<file path="config.mk">
export PLATFORM = sky130hd
export DESIGN_NAME = pmm_coeff
export DESIGN_NICKNAME = d
export VERILOG_FILES = /design/src/design/pmm_pkg.sv /design/src/design/pmm_coeff.sv
export SDC_FILE = /design/constraint.sdc
export NUM_CORES = 2
export LEC_CHECK = 0
export ABC_AREA = 1
export BUFFER_PORTS_ARGS = -buffer_cell sky130_fd_sc_hd__buf_2
export CAP_MARGIN = 20
export CORE_MARGIN = 5
export CORE_UTILIZATION = 40
export CTS_BUF_LIST = sky130_fd_sc_hd__clkbuf_8 sky130_fd_sc_hd__clkbuf_16
export DETAILED_ROUTE_END_ITERATION = 8
export PLACE_DENSITY = 0.61
export SLEW_MARGIN = 10
export SYNTH_ARGS = -nofsm -noshare
export SYNTH_HDL_FRONTEND = slang
export SYNTH_SLANG_ARGS = --single-unit
export TNS_END_PERCENT = 10
</file>
<file path="constraint.sdc">
create_clock -name clk -period 10.1 [get_ports clk]
set_clock_uncertainty 0.1 [all_clocks]
set_input_delay 1.515 -clock clk [delete_from_list [all_inputs] [get_ports clk]]
set_output_delay 1.515 -clock clk [all_outputs]
set_load 0.01 [all_outputs]
</file>
<file path="src/design/pmm_pkg.sv">
// Shared types, constants and helper functions for the packed monomial multiplier.
// Used by pmm_coeff, pmm_digit and packed_monomial_multiply; no dependencies.
package pmm_pkg;

  localparam int CoeffW   = 32;
  localparam int ExpW     = 32;
  localparam int RadixW   = 5;
  localparam int VarCntW  = 4;
  localparam int CntW     = 5;
  localparam int CfgIdxW  = 1;
  localparam int CfgDataW = 5;
  localparam int MaxVars  = 8;

  localparam logic [RadixW-1:0] RadixMin   = 5'd2;
  localparam logic [RadixW-1:0] RadixMax   = 5'd16;
  localparam logic [RadixW-1:0] RadixReset = 5'd10;
  localparam logic [CntW-1:0]   VarReset   = 5'd3;

  typedef enum logic [CfgIdxW-1:0] {
    REG_RADIX     = 1'b0,
    REG_VAR_COUNT = 1'b1
  } cfg_reg_t;

  typedef struct packed {
    logic signed [CoeffW-1:0] coeff_a;
    logic [ExpW-1:0]          exp_a;
    logic                     valid_a;
    logic signed [CoeffW-1:0] coeff_b;
    logic [ExpW-1:0]          exp_b;
    logic                     valid_b;
  } in_t;

  typedef struct packed {
    logic signed [CoeffW-1:0] coeff_product;
    logic [ExpW-1:0]          exp_product;
    logic                     exp_valid;
    logic                     coeff_saturated;
  } out_t;

  // Exponent state that rides along the digit stages. s is a digit sum whose
  // weight w has not been folded into acc yet.
  typedef struct packed {
    logic [ExpW-1:0]   xa;
    logic [ExpW-1:0]   xb;
    logic [CntW-1:0]   s;
    logic [ExpW-1:0]   w;
    logic              w_big;
    logic [ExpW-1:0]   acc;
    logic              ok;
  } dig_t;

  typedef struct packed {
    dig_t            d;
    logic [ExpW-1:0] qa;
    logic [ExpW-1:0] qb;
  } mul_t;

  typedef struct packed {
    logic signed [CoeffW-1:0] c;
    logic                     sat;
  } cf_t;

  // floor(2^32 / r) for each legal radix
  function automatic logic [ExpW-1:0] recip_of(logic [RadixW-1:0] r);
    case (r)
      5'd2:    return 32'd2147483648;
      5'd3:    return 32'd1431655765;
      5'd4:    return 32'd1073741824;
      5'd5:    return 32'd858993459;
      5'd6:    return 32'd715827882;
      5'd7:    return 32'd613566756;
      5'd8:    return 32'd536870912;
      5'd9:    return 32'd477218588;
      5'd10:   return 32'd429496729;
      5'd11:   return 32'd390451572;
      5'd12:   return 32'd357913941;
      5'd13:   return 32'd330382099;
      5'd14:   return 32'd306783378;
      5'd15:   return 32'd286331153;
      default: return 32'd268435456;
    endcase
  endfunction

  // Fold the pending digit sum into the packed word; drop ok on 32-bit overflow.
  function automatic dig_t accumulate(dig_t d);
    logic [ExpW+4:0] sw;
    logic [ExpW+5:0] total;
    dig_t            o;
    sw    = {5'b0, d.w} * {32'b0, d.s};
    total = {6'b0, d.acc} + {1'b0, sw};
    o     = d;
    o.acc = total[ExpW-1:0];
    o.s   = '0;
    if ((|total[ExpW+5:ExpW]) || (d.w_big && (d.s != '0))) begin
      o.ok = 1'b0;
    end
    return o;
  endfunction

endpackage

</file>
<file path="src/design/pmm_coeff.sv">
// Coefficient path: signed Q16.16 multiply, round to nearest and saturate,
// then a delay line matching the exponent pipeline. Uses pmm_pkg.
module pmm_coeff #(
  parameter int STAGES = 16
) (
  input  logic                             clk,
  input  logic [STAGES-1:0]                en,
  input  logic signed [pmm_pkg::CoeffW-1:0] a,
  input  logic signed [pmm_pkg::CoeffW-1:0] b,
  output pmm_pkg::cf_t                     res
);

  logic signed [2*pmm_pkg::CoeffW-1:0] prod;
  logic signed [2*pmm_pkg::CoeffW-1:0] rnd;
  logic [2*pmm_pkg::CoeffW-17:0]       q;
  pmm_pkg::cf_t                        cf_next;
  pmm_pkg::cf_t                        pipe [STAGES-1:1];

  always_ff @(posedge clk) begin
    if (en[0]) begin
      prod <= (2*pmm_pkg::CoeffW)'(a) * (2*pmm_pkg::CoeffW)'(b);
    end
  end

  // Q32.32 -> Q16.16: add half an LSB and shift; saturate if the top bits disagree
  always_comb begin
    rnd = prod + 64'sd32768;
    q   = rnd[2*pmm_pkg::CoeffW-1:16];
    cf_next.sat = !((&q[2*pmm_pkg::CoeffW-17:pmm_pkg::CoeffW-1]) ||
                    (~|q[2*pmm_pkg::CoeffW-17:pmm_pkg::CoeffW-1]));
    if (cf_next.sat) begin
      cf_next.c = rnd[2*pmm_pkg::CoeffW-1] ? 32'sh8000_0000 : 32'sh7fff_ffff;
    end else begin
      cf_next.c = q[pmm_pkg::CoeffW-1:0];
    end
  end

  always_ff @(posedge clk) begin
    if (en[1]) begin
      pipe[1] <= cf_next;
    end
  end

  for (genvar k = 2; k < STAGES; k++) begin : g_dly
    always_ff @(posedge clk) begin
      if (en[k]) begin
        pipe[k] <= pipe[k-1];
      end
    end
  end

  assign res = pipe[STAGES-1];

endmodule

</file>
==> flow_summary_export.csv <==
group,metric,value,unit
outcome,status,"finished, final reports clean",
synthesis,syn_avg_cell_area,9.89,µm²
clock_network,cts_root_buf,"clkbuf_16",
worst_setup_path,crit_buf_inv,5,
clock_network,clkLatencyLatePin,560,ps
clock_network,cts_max_level,2,
worst_setup_path,critPathMostFrequentCell,"fa_1",
worst_setup_path,slowest_delay,950,ps
worst_setup_path,end_kind,"flop",
worst_setup_path,cp.arrival,9270,ps
sta,slew_violations,0,
synthesis,async_flop_share,0,%
final_layout,area_delta_synth_final,6.85,%
final_layout,drive_gt1_share,4.99,%
synthesis,synth_top_area_share,38.5,%
placement,hpwl,108,mm
detailed_routing,wl_per_cell,16.8,µm
global_routing,antenna_found_initial,6,
detailed_routing,via_per_inst,4.67,
worst_setup_path,cp.required,10340,ps
synthesis,seq_area_frac_synth,29.0,%
worst_setup_path,crit_path_start,"b[4]",
run,cap_viol_max_count,0,
placement,gp_congestion,0.921,
clock_network,cts_made_buffers,49,
sta,setup_viol,0,
placement,numPortBuffers,113,
detailed_routing,routed_wl,127,mm
worst_setup_path,cp_max_fo,32,
worst_setup_path,r2r_start,"prod[15]$_DFFE_PP_",
global_routing,grt_pass1_vias,39500,
synthesis,yosys_warnings,0,
floorplanning,pin_count,114,
synthesis,synth_top_area_cell,"fa_1",
synthesis,synth_edf_count,544,
detailed_routing,num_vias,35500,
synthesis,ys_ff_latch,544,
detailed_routing,drc,0,
worst_setup_path,slowest_stage,"fa_1",
sta,rsz0062_at_grt,"no",
synthesis,synthFlopType,"edfxtp_1",
sta,max-slew-margin-rel,35.5,%
worst_hold_path,worstHoldStart,"pipe[0][71]$_DFFE_PP_",
synthesis,synthCells,5688,
floorplanning,start_util,40.3,%
worst_setup_path,crit_chain,"buf_2 -> nand2_1 -> inv_1 -> fa_1 -> fa_1 -> fa_1 -> fa_1 -> fa_1 -> fa_1 -> fa_1 -> inv_1 -> fa_1 -> inv_1 -> ha_1 -> a21oi_1 -> inv_1 -> a21oi_1 -> a21boi_0 -> o21ai_0 -> a21oi_1 -> nand2_1 -> xor2_1",
sta,timing.final.hold_violations,0,
worst_setup_path,rrSetupSlack,7210,ps
worst_hold_path,min_path_type,"flop to flop",
detailed_routing,drt-pass1-iter-count,5,
sta,fin_crit,9020,ps
clock_network,cts.repair.resized,0,
global_routing,grt_overflow,0,
clock_network,post-cts-setup-buffers,0,
floorplanning,die_w,385,µm
synthesis,synthesis.nets,7031,
clock_network,tritoncts,"built",
global_routing,grt_usage,18.1,%
sta,tightest_slew,967,ps
floorplanning,core,140000,µm²
clock_network,cts_num_sinks,544,
sta,setup_tns,0,ps
synthesis,syn-cell-area,56200,µm²
worst_setup_path,cp-start-kind,"input pin",
worst_setup_path,crit_type,"input pin to flop",
global_routing,grt_max_degree,50,
synthesis,synthTopCellsByArea,"fa_1 38%, edfxtp_1 29%, inv_1 11%, nand2_1 8.8%, ha_1 4.0%",
global_routing,grt_pass1_wl,213,mm
sta,timing.final.crit_share,89.3,%
worst_setup_path,critPathTopFamily,"adder cells",
sta,fmax,111,MHz
floorplanning,die-area,148000,µm²
floorplanning,num_rows,137,
detailed_routing,ant_nets,0,
clock_network,clk_pin_slew_worst_paths,60,ps
clock_network,clockBufferDepth,3,
synthesis,synth.distinct_cells,38,
clock_network,cts-hold-fix-buffers,0,
final_layout,nets,7023,
floorplanning,fp.dieH,385,µm
detailed_routing,drt_iter0_markers,2177,
-- cell usage after synthesis (8+ instances only) --
| master | n |
|---|---|
| o21ai_0 | 63 |
| edfxtp_1 | 544 |
| nand4_1 | 21 |
| a21o_1 | 39 |
| nor2_2 | 11 |
| buf_4 | 33 |
| xor2_1 | 48 |
| fa_1 | 1081 |
| ha_1 | 181 |
| a21oi_1 | 92 |
| nand3_1 | 65 |
| nand2_1 | 1323 |
| or2_2 | 9 |
| xnor2_1 | 31 |
| clkbuf_1 | 192 |
| nor3_1 | 13 |
| o21bai_1 | 8 |
| inv_1 | 1636 |
| nand2_2 | 9 |
| nor2_1 | 230 |
-- worst register-to-register path: cells and delay by family (launching register included) --
| family | cells | cell delay, ps |
|---|---|---|
| compound gates | 1 | 190 |
| buf+inv | 1 | 180 |
| flops | 1 | 520 |
| fa+ha+maj | 1 | 390 |
| simple gates | 11 | 1270 |
-- final cells by class --
| type | count | area (µm²) |
|---|---|---|
| fill | 13500 | 79400 |
| multi-input combinational | 3275 | 32700 |
| sequential | 544 | 16300 |
| inverter | 1638 | 6150 |
| tap | 1876 | 2350 |
| clock buffer | 49 | 1230 |
| timing repair buffer | 172 | 1030 |
| clock inverter | 36 | 288 |
| antenna | 4 | 10.0 |
-- sequential cells by signal, indices dropped and copies added (netlist names) --
| name | cells |
|---|---|
| prod | 49 |
| pipe | 495 |
-- layout by cell type (no fill, tap or decap), types with 8 or more instances in the layout --
master,count
a21o_1,39
a21oi_1,92
buf_2,113
buf_4,57
clkbuf_16,49
clkinv_1,11
edfxtp_1,544
fa_1,1081
ha_1,181
inv_1,1644
nand2_1,1323
nand2_2,9
nand3_1,65
nand4_1,21
nor2_1,230
nor2_2,11
nor3_1,13
o21ai_0,63
o21bai_1,8
or2_2,9
xnor2_1,31
xor2_1,48
-- metrics by stage --
| stage | instances | worst slack [ps] | hold slack (ps) | area [µm²] | util, % |
|---|---|---|---|---|---|
| final | 7594 | 1080 | 312 | 60100 | 43.1 |
| after global routing | 7593 | 705 | 309 | 60100 | 43.1 |
| after CTS | 7588 | 1120 | 306 | 60000 | 43.0 |
| after detailed placement | 7503 | 564 | 305 | 58500 | 41.9 |
| after global placement | 7503 | 555 | 301 | 58500 | 41.9 |
| after floorplan | 5688 | 1450 | 300 | 56200 | - |
-- path summary, 6_finish.rpt --
path                                  to  cells after the start
hold reg to reg   pipe[0][104]$_DFFE_PP_                      0
hold / removal    pipe[0][104]$_DFFE_PP_                      0
setup reg to reg   pipe[0][63]$_DFFE_PP_                     14
setup / recovery      prod[42]$_DFFE_PP_                     22
-- logic make-up after synthesis --
logic type               share of synthesized area (%)
adder cells (fa/ha/maj)                           42.5
buffers and inverters                             12.8
XOR/XNOR                                          1.23
AO/OA/AOI/OAI                                     2.34
AND/OR/NAND/NOR                                   12.1
flip-flops                                        29.0
-- layer usage --
metal	routed length (µm)	GRT usage (%)	part of all wire, %	up-vias
li1	-	-	-	16400
met5	27	0	0.021	-
met2	62600	31.2	49	1000
met4	3720	4.84	2.9	4
met3	7020	2.16	5.5	213
met1	54000	24.3	42	17900
Power is left out: the tool's default activity adds up to more than one toggle a clock period on the data nets, which glitch-free logic cannot reach.
